===== src/rtl/ghc_pkg.sv =====
// Shared types and constants for the gear hash chunker.
// No dependencies; used by every RTL file of the block but ghc_ram.
package ghc_pkg;

  // Stream offsets and chunk sizes.
  localparam int OFFSET_BITS = 48;
  // Gear table geometry.
  localparam int TABLE_ENTRIES = 256;
  localparam int TABLE_AW = 8;
  localparam int HASH_BITS = 64;
  localparam int SIZE_CFG_BITS = 32;

  typedef logic [OFFSET_BITS-1:0] ghc_ofs_t;
  typedef logic [HASH_BITS-1:0] ghc_hash_t;

  localparam ghc_ofs_t OFFSET_MAX = '1;

  // Request kinds on the input channel.
  localparam logic REQ_DATA  = 1'b0;
  localparam logic REQ_TABLE = 1'b1;

  // Configuration register indexes.
  typedef enum logic [1:0] {
    CFG_CUT_MASK = 2'd0,
    CFG_MIN_SIZE = 2'd1,
    CFG_MAX_SIZE = 2'd2
  } ghc_cfg_idx_t;

  localparam int CFG_IDX_BITS = 2;
  localparam int CFG_DATA_BITS = 64;

  // Reset values of the configuration registers.
  localparam ghc_hash_t CUT_MASK_RST = 64'd8191;
  localparam logic [SIZE_CFG_BITS-1:0] MIN_SIZE_RST = 32'd2048;
  localparam logic [SIZE_CFG_BITS-1:0] MAX_SIZE_RST = 32'd65536;

  // One input transfer.
  typedef struct packed {
    logic            req_type;
    logic [7:0]      data_byte;
    logic            last_byte;
    logic [7:0]      table_index;
    logic [63:0]     table_word;
  } ghc_in_t;

  // One result transfer.
  typedef struct packed {
    ghc_ofs_t    chunk_start;
    ghc_ofs_t    chunk_end;
    logic        final_chunk;
  } ghc_out_t;

  // Configuration as seen by the cut logic.
  typedef struct packed {
    ghc_hash_t                cut_mask;
    logic [SIZE_CFG_BITS-1:0] min_size;
    logic [SIZE_CFG_BITS-1:0] max_size;
  } ghc_cfg_t;

  // Outcome of one data byte.
  typedef struct packed {
    logic     emit;
    ghc_out_t chunk;
  } ghc_res_t;

endpackage


===== src/rtl/ghc_cut_unit.sv =====
// Rolling hash, stream offsets and boundary decision, one byte a cycle on step.
// Depends on ghc_pkg.
module ghc_cut_unit (
  input  logic                clk,
  input  logic                rst_n,
  input  logic                step,
  input  logic                last,
  input  ghc_pkg::ghc_hash_t  gear_word,
  input  ghc_pkg::ghc_cfg_t   cfg,
  output ghc_pkg::ghc_res_t   res
);

  ghc_pkg::ghc_hash_t hash_r, hash_nxt;
  ghc_pkg::ghc_ofs_t  offset_r, offset_nxt;
  ghc_pkg::ghc_ofs_t  start_r, start_nxt;
  // Bytes in the open chunk so far, always offset_r - start_r.
  ghc_pkg::ghc_ofs_t  size_r, size_nxt;

  ghc_pkg::ghc_hash_t hash_upd;
  ghc_pkg::ghc_ofs_t  size_inc;
  ghc_pkg::ghc_ofs_t  end_ofs;
  ghc_pkg::ghc_ofs_t  min_ext;
  ghc_pkg::ghc_ofs_t  max_ext;
  logic               cut;

  // Hash update and saturating size and end offset.
  always_comb begin
    hash_upd = {hash_r[ghc_pkg::HASH_BITS-2:0], 1'b0} + gear_word;
    size_inc = (size_r == ghc_pkg::OFFSET_MAX) ? size_r : size_r + 1'b1;
    end_ofs  = (offset_r == ghc_pkg::OFFSET_MAX) ? offset_r : offset_r + 1'b1;
    min_ext  = ghc_pkg::ghc_ofs_t'(cfg.min_size);
    max_ext  = ghc_pkg::ghc_ofs_t'(cfg.max_size);
    cut      = (size_inc >= min_ext) &&
               ((size_inc >= max_ext) || ((hash_upd & cfg.cut_mask) == '0));
  end

  // Result of the byte: a cut, or the closing of the stream.
  always_comb begin
    res.emit              = cut || last;
    res.chunk.chunk_start = start_r;
    res.chunk.chunk_end   = end_ofs;
    res.chunk.final_chunk = last;
  end

  // Next state after the byte.
  always_comb begin
    hash_nxt   = hash_r;
    offset_nxt = offset_r;
    start_nxt  = start_r;
    size_nxt   = size_r;
    if (step) begin
      if (last) begin
        hash_nxt   = '0;
        offset_nxt = '0;
        start_nxt  = '0;
        size_nxt   = '0;
      end else if (cut) begin
        hash_nxt   = '0;
        offset_nxt = end_ofs;
        start_nxt  = end_ofs;
        size_nxt   = '0;
      end else begin
        hash_nxt   = hash_upd;
        offset_nxt = end_ofs;
        // The size only grows while the offset itself still grows.
        size_nxt   = (offset_r == ghc_pkg::OFFSET_MAX) ? size_r : size_r + 1'b1;
      end
    end
  end

  always_ff @(posedge clk) begin
    if (!rst_n) begin
      hash_r   <= '0;
      offset_r <= '0;
      start_r  <= '0;
      size_r   <= '0;
    end else begin
      hash_r   <= hash_nxt;
      offset_r <= offset_nxt;
      start_r  <= start_nxt;
      size_r   <= size_nxt;
    end
  end

endmodule


===== config.mk =====
export PLATFORM = sky130hd
export DESIGN_NAME = ghc_cut_unit
export DESIGN_NICKNAME = d
export VERILOG_FILES = /design/src/rtl/ghc_pkg.sv /design/src/rtl/ghc_cut_unit.sv
export SDC_FILE = /design/constraint.sdc
export NUM_CORES = 1
export LEC_CHECK = 0
export BUFFER_PORTS_ARGS = -buffer_cell sky130_fd_sc_hd__buf_2
export CORE_MARGIN = 3
export CORE_UTILIZATION = 40
export DETAILED_ROUTE_END_ITERATION = 12
export MAX_ROUTING_LAYER = met4
export PLACE_DENSITY = 0.65
export SYNTH_ARGS = -nofsm -noshare
export SYNTH_HDL_FRONTEND = slang
export SYNTH_SLANG_ARGS = --single-unit
export TNS_END_PERCENT = 5

===== constraint.sdc =====
create_clock -name clk -period 6.7 [get_ports clk]
set_clock_uncertainty 0.15 [all_clocks]
set_input_delay 0.335 -clock clk [delete_from_list [all_inputs] [get_ports clk]]
set_output_delay 0.335 -clock clk [all_outputs]
set_load 0.05 [all_outputs]

## Word-level counts from Yosys, hierarchy flattened

Index checks and enable logic that the tools add are counted.

- Register bits: 207
- Bits in latches: 0
- Bits in writable memories: 0
- Memory bits (read-only): 0
- Output and inout bits: 98
- Memories: 0

- Add/sub/neg operators: 3
- Multipliers: 0
- Div/mod/pow operators: 0
- Magnitude comparators: 2
- Eq/ne operators: 3
- Shift operators: 0
- Multiplexer cells: 10
- Bitwise logic cells: 1
- Reduce and logical (&&, ||, !) cells: 7

Operators by type and width:

| operator | number |
|---|---|
| $mux 48 | 8 |
| $mux 63 | 2 |
| $add 48x1->48 const B | 2 |
| $eq 48x48->1 const B | 2 |
| $ge 48x32->1 | 2 |
| $add 64x64->64 | 1 |
| $and 64x64->64 | 1 |
| $logic_not 64->1 | 1 |
| $reduce_and 2->1 | 2 |
| $ne 3x3->1 const B | 1 |
| $logic_or 1x1->1 | 2 |
| $reduce_bool 2->1 | 1 |
| $logic_and 1x1->1 | 1 |

## Logic depth before layout (Yosys ltp)

Gate-level depths: netlist of the first run.

- Word-level depth: 7
- Mapped depth: 27

## Least setup slack after synthesis of the first run

No wires, ideal clock.

- Kind: register to register
- Start: register size_r[0]
- End: register size_r[11]
- Library setup time: 0.115 ns
- Data arrival time: 5.000 ns
- Setup slack: 1.435 ns
- Stages on the path, launching flop included: 27
- Buffers on the path: 3
- Period minus slack after synthesis: 5.265 ns
- Cell sequence: dfxtp_1 > ha_1 > nand2_1 > or3_1 > buf_2 > nor2_1 > and3_1 > nand3_1 > or2_2 > and2_1 > or3_1 > ha_1 > nand3_1 > nor2_1 > o311ai_0 > o221ai_1 > o31a_1 > nor4b_1 > nor2b_1 > or4_4 > nor3b_2 > nand4_1 > nor2_1 > o41ai_2 > buf_2 > buf_6 > a21bo_2

- Longest elaborated chain between the ends: 7
- Elaborated cells on any way between the ends: 12
- Classes of those cells: add/sub: 1; order compare: 2; eq/ne: 2; mux: 4; reduce/logical: 3

RTL lines:

| element | RTL line | source |
|---|---|---|
| start: declaration | ghc_cut_unit.sv:17 | `ghc_pkg::ghc_ofs_t size_r, size_nxt;` |
| start signal: assignment | ghc_cut_unit.sv:81 | `size_r <= size_nxt;` |
| $add 48x1->48 / $eq 48x48->1 (equally long branches) | ghc_cut_unit.sv:29, ghc_cut_unit.sv:66 |  |
| $mux 48 | ghc_cut_unit.sv:29 | `size_inc = (size_r == ghc_pkg::OFFSET_MAX) ? size_r : size_r + 1'b1;` |
| $ge 48x32->1 | ghc_cut_unit.sv:34 | `((size_inc >= max_ext) \|\| ((hash_upd & cfg.cut_mask) == '0));` |
| $logic_or 1x1->1 | ghc_cut_unit.sv:34 |  |
| $logic_and 1x1->1 | ghc_cut_unit.sv:33 | `cut = (size_inc >= min_ext) &&` |
| $ne 3x3->1 (no line) / $mux 48 (equally long branches) | - |  |
| $reduce_and 2->1 (no line) / $mux 48 (equally long branches) | - |  |

Several ways; a longest one is shown, not always the timed one. The select of a mux whose other input is x is not followed.
A chain may end at the register's enable or synchronous reset.

==> results of run 1 <==
-- area by class of cell --
type                            instances  area, µm²
Antenna cell                            4       10.0
Clock buffer                           28        658
Clock inverter                         18        168
Fill cell                            3891      20400
Inverter                              113        424
Multi-Input combinational cell       1647      11100
Sequential cell                       207       4150
Tap cell                              518        648
Timing Repair Buffer                  312       1630
-- power by group --
part	internal (mW)	switching (mW)	total, mW	leakage, nW
Sequential	1.26	0.0161	1.27	1.68
Clock	0.790	0.596	1.39	0.398
Combinational	0.254	0.483	0.737	6.52
Total	2.30	1.10	3.39	8.59
-- worst max-delay path, stage by stage (launching register included) --
cell	delay (ns)
dfxtp_1	0.41
nand4_1	0.18
or2_2	0.37
nor4_4	0.20
nor2b_4	0.21
and3_1	0.19
and2_1	0.19
nand4_1	0.14
inv_1	0.08
nand3_1	0.12
or3_1	0.39
nand3_1	0.14
ha_1	0.15
nand4_1	0.14
nor4_1	0.28
o2111ai_1	0.15
nor4b_1	0.17
buf_4	0.15
nor2b_1	0.13
or4_4	0.54
nor3b_2	0.19
nand4_1	0.19
o21ai_4	0.24
or2_2	0.19
clkbuf_4	0.24
-- cell families (layout without fill, tap and decap cells) --
family | count (synthesis) | after routing | share of synthesized area, %
buf+inv | 218 | 471 | 5.66
mux | 6 | 6 | 0.389
xor+xnor | 115 | 115 | 6.27
compound gates | 631 | 631 | 27.1
fa+ha+maj | 129 | 129 | 10.1
other cells | 0 | 4 | 0
flops | 207 | 207 | 25.8
simple gates | 766 | 766 | 24.8
-- timing repair --
action	in CTS	in global routing
gates resized for setup	1	11
pin swaps	1	1
hold endpoints to repair	2	0
endpoints found under the setup margin	1	49
hold buffers	2	0
buffers inserted	1	0
-- registers in the layout (all words and copies together), names as in the netlist --
name,cells
size_r,48
offset_r,48
start_r,48
hash_r,63
-- per-layer routing --
layer | global-route usage [%] | wire, µm | part of all wire [%]
met5 | - | 0 | 0
met4 | 8.63 | 2010 | 3.4
met3 | 3.29 | 3750 | 6.3
met2 | 42.7 | 26500 | 44
met1 | 37.3 | 27500 | 46
-- layout by cell type, fill, tap and decap left out, types with 11 or more instances in the layout --
cell,instances
and2_1,40
xor2_1,48
nand2b_1,20
buf_4,16
clkbuf_16,26
nand2_1,169
a21oi_1,156
nor4_1,16
nor2_1,124
nand3_1,92
or3_1,22
xnor2_1,67
ha_1,127
a21o_1,38
or2_2,12
a22o_1,109
o21a_1,17
nor2b_1,82
and3_1,28
buf_2,292
nor3_1,51
a21bo_2,14
inv_1,113
o21ai_0,126
nand4_1,66
a221oi_1,11
a211oi_1,11
a22oi_1,15
dfxtp_1,203
-- worst max-delay path by stage --
stage                         start     endpoint
after detailed placement  size_r[2]  start_r[23]
after CTS                 size_r[0]      res[97]
after floorplan           size_r[0]   size_r[11]
after global placement    size_r[2]      res[97]
final                     size_r[6]      res[97]
after global routing      size_r[6]      res[97]
-- per-stage QoR --
| step | worst slack (ns) | utilization [%] | total power, mW | TNS (ns) | instances |
|---|---|---|---|---|---|
| after global placement | 0.568 | 45.6 | 2.01 | 0 | 2794 |
| after detailed placement | 0.365 | 45.6 | 2.01 | 0 | 2794 |
| final | 0.275 | 47.9 | 3.39 | 0 | 2847 |
| after global routing | -0.0201 | 47.9 | 3.53 | -0.0201 | 2846 |
| after floorplan | 1.43 | - | 1.75 | 0 | 2072 |
| after CTS | 0.0553 | 47.8 | 3.41 | 0 | 2843 |
==> out/qor.csv, run 1 <==
metric,value,unit
Synth Instances,2072,
antenna violations before repair,3,
Num CTS Buffers,26,
"Slew Viols, Final",0,
Setup-failing EPs final,0,
sequential share of the synthesized area,25.8,%
depth of the worst register-to-register path,23,
dpl hpwl,47700,µm
Crit Reg-Reg Startpoint,size_r[15],
syn_area_per_cell,7.76,µm²
number of synthesized flops with an enable pin,0,
Final #Nets,2632,
yosys warns,0,
Starting Density,41.0,%
P&R area growth vs syn,16.8,%
Via density,5.90,
Total Wirelength,59800,µm
die area,42600,µm²
Crit Path Category,flip-flop to output port,
core area,39200,µm²
Hold EP,hash_r[43],
"area leader, netlist",dfxtp_1,
"critical path fanouts, max",5,
Rows,72,
Hold/Removal Path Class,input pin to flip-flop,
total track usage,27.5,%
endpoint arrival time on the critical path,5.94,ns
Mapped Area,16100,µm²
relative slew slack,14.1,%
Avg WL per Cell,21.0,µm
Iteration-0 DRC Markers,1430,
Worst Hold Depth,4,
"reg-to-reg slack, setup",0.47,ns
Post-Syn Nets,2397,
layout cell share with drive strength beyond 1,17.6,%
grt total ovfl,0,
Setup crit end kind,output port,
top-count cell post-synth,dfxtp_1,
TritonRoute pass-1 iters,5,
clk buf depth,3,
"flops & latches, synth",207,
routability cong.,1.06,
post-route minimum period,6.43,ns
CTS tree,yes,
VDD IR max,0.222,mV
Die X-Extent,206,µm
pwr/cell area,181,nW/µm²
Ports,294,
Skew-Pair Late Insertion Delay,0.57,ns
clk slew on worst S/H paths,0.06,ns
Root Driver,clkbuf_16,
CTS Sinks,207,
asr flop ratio synth,0,%
Critical R2R Capture,start_r[23],
Hold Fails Final Rpt,0,
CP required,6.21,ns
I/O Buffers,293,
Netlist cell types,92,
Fmax,156,MHz
worst hold start,gear_word[43],
Startpoint Class,flip-flop,
DRC,0,
H-tree levels,1,
Worst-Margin Slew,1.28,ns
Routed Antenna Nets,0,
Placed Area,17900,µm²
vias in the first global route,16000,
"Primary FF master, synth",dfxtp_1,
Die Y,206,µm
largest net degree at the start of global routing,63,
Max Cap Viol,0,
final period utilization,95.9,%
Vias,16800,
post-route cell area,18800,µm²
first-pass GRT wire length,90400,µm
area share of the largest cell type after synthesis,25.8,%
synth top area cells,"dfxtp_1 26%, ha_1 10%, a22o_1 5.9%",
run status,"complete, no violations",
list of most frequent post-synthesis cells,"207 x dfxtp_1, 169 x nand2_1, 156 x a21oi_1, 128 x ha_1, 127 x o21ai_0",
Lkg Pwr,8.59,nW
hold_ws,0.240,ns
Note: power is estimated with default switching activity, not from simulation.
==> inputs of run 2 (changes only) <==
--- a/config.mk
+++ b/config.mk
@@ -8,9 +8,11 @@
 export BUFFER_PORTS_ARGS = -buffer_cell sky130_fd_sc_hd__buf_2
 export CORE_MARGIN = 3
 export CORE_UTILIZATION = 40
+export CTS_CLUSTER_SIZE = 30
 export DETAILED_ROUTE_END_ITERATION = 12
 export MAX_ROUTING_LAYER = met4
 export PLACE_DENSITY = 0.65
+export RECOVER_POWER = 25
 export SYNTH_ARGS = -nofsm -noshare
 export SYNTH_HDL_FRONTEND = slang
 export SYNTH_SLANG_ARGS = --single-unit
==> run 2 against run 1 <==
Clock power about the same. Maximum frequency about the same. First-iteration DRC count is 0.56% lower.
==> out/qor.csv, run 2 (same netlist as run 1, synthesis figures left out) <==
metric,value,unit
Crit Path Category,flip-flop to output port,
Startpoint Class,flip-flop,
depth of the worst register-to-register path,23,
Vias,16900,
Critical R2R Capture,start_r[23],
die area,42600,µm²
core area,39200,µm²
grt total ovfl,0,
Final Util,47.7,%
hold_ws,0.247,ns
CTS tree,yes,
pwr/cell area,181,nW/µm²
clk slew on worst S/H paths,0.06,ns
Hold EP,hash_r[43],
Worst Hold Depth,4,
vias in the first global route,16000,
layout cell share with drive strength beyond 1,15.6,%
Setup-failing EPs final,0,
final period utilization,95.8,%
largest net degree at the start of global routing,63,
pre-CTS setup slack,0.365,ns
Root Driver,clkbuf_16,
max reg flops,63,
clk buf depth,3,
Iteration-0 DRC Markers,1422,
VDD IR max,0.222,mV
Worst-Margin Slew,1.27,ns
Hold/Removal Path Class,input pin to flip-flop,
Placed Area,17900,µm²
TritonRoute pass-1 iters,5,
dpl hpwl,47700,µm
post-route cell area,18700,µm²
I/O Buffers,293,
Lkg Pwr,8.38,nW
Die X-Extent,206,µm
Via density,5.92,
Levels on crit path,24,
Worst path max stage delay,0.54,ns
Non-Filler Instances,2846,
Starting Density,41.0,%
"reg-to-reg slack, setup",0.46,ns
Num CTS Buffers,26,
WP buf/inv,2,
CTS Sinks,207,
placed cells,2794,
Skew-Pair Late Insertion Delay,0.57,ns
"commonest non-fill, non-tap cell in the layout",buf_2,
total track usage,27.5,%
endpoint arrival time on the critical path,5.94,ns
"critical path fanouts, max",8,
Total Wirelength,59900,µm
Crit Reg-Reg Startpoint,size_r[15],
first-pass GRT wire length,90400,µm
relative slew slack,15.2,%
Routed Antenna Nets,0,
P&R area growth vs syn,16.4,%
post-route setup slack,0.280,ns
cells along the critical path,ha_2 > nand2_1 > or3_4 > nor2_1 > and3_1 > nand3_1 > or2_2 > and2_1 > or3_1 > ha_1 > nand3_1 > nor2_1 > o311ai_0 > o221ai_1 > o31a_1 > nor4b_1 > buf_4 > nor2b_1 > or4_4 > nor3b_2 > nand4_1 > o21ai_4 > or2_2 > clkbuf_4,
"Slew Viols, Final",0,
Fmax,156,MHz
Setup crit end kind,output port,
DRC,0,
Rows,72,
Max Cap Viol,0,
routability cong.,1.06,
CP required,6.21,ns
post-route minimum period,6.42,ns
most frequent cells in the layout,"244 x buf_2, 203 x dfxtp_1, 169 x nand2_1, 156 x a21oi_1, 127 x ha_1",
Die Y,206,µm
antenna violations before repair,3,
H-tree levels,1,
Ports,294,
Biggest register,hash_r,
Avg WL per Cell,21.1,µm
Final #Nets,2632,
Hold Fails Final Rpt,0,
run status,"complete, no violations",
CP max-delay cell,or4_4,
family with the most delay on the worst path,simple AND/OR/NAND/NOR gates,
worst hold start,gear_word[43],
==> run 2: worst min-delay path, delay by kind of cell <==
| family | cells | cell delay, ns |
|---|---|---|
| buffers and inverters | 1 | 0.09 |
| adder cells (fa/ha/maj) | 1 | 0.22 |
| AO/OA/AOI/OAI | 1 | 0.12 |
| XOR/XNOR | 1 | 0.16 |
==> run 2: worst max-delay path by stage <==
stage / startpoint / endpoint
final: size_r[1] / res[97]
after global routing: size_r[6] / res[97]
after CTS: size_r[0] / res[97]
after detailed placement: size_r[2] / start_r[23]
after global placement: size_r[2] / res[97]
after floorplan: size_r[0] / size_r[11]
==> run 2: power by group <==
group	total, mW	leakage [nW]	switching, mW	internal, mW
clock	1.38	0.398	0.594	0.790
combinational	0.737	6.30	0.483	0.254
sequential	1.27	1.68	0.0161	1.26
total	3.39	8.38	1.09	2.30
==> run 2: area by class of cell <==
class | count | area, µm²
fill | 3912 | 20500
multi-input combinational | 1647 | 11100
sequential | 207 | 4150
timing repair buffer | 312 | 1570
clock buffer | 28 | 658
tap | 518 | 648
inverter | 113 | 424
clock inverter | 18 | 168
antenna | 3 | 7.51
==> run 2: metal layers <==
layer | track usage (%) | up-vias | share of wire, %
met5 | - | - | 0
met4 | 8.63 | 0 | 3.3
met3 | 3.29 | 98 | 6.9
met2 | 42.7 | 657 | 45
met1 | 37.3 | 7992 | 45
li1 | - | 8104 | -
==> run 2: through the flow <==
stage	setup TNS [ns]	power (mW)
floorplan	0	1.75
global placement	0	2.01
detailed placement	0	2.01
CTS	0	3.41
global route	-0.0201	3.53
finish	0	3.39
==> run 2: repair_timing <==
action | in CTS | in global routing
gates cloned | 0 | 0
hold buffers | 2 | 0
setup endpoints to repair | 1 | 49
pin swaps | 1 | 1
hold endpoints to repair | 2 | 0
setup buffers | 1 | 0
gates resized for setup | 1 | 11
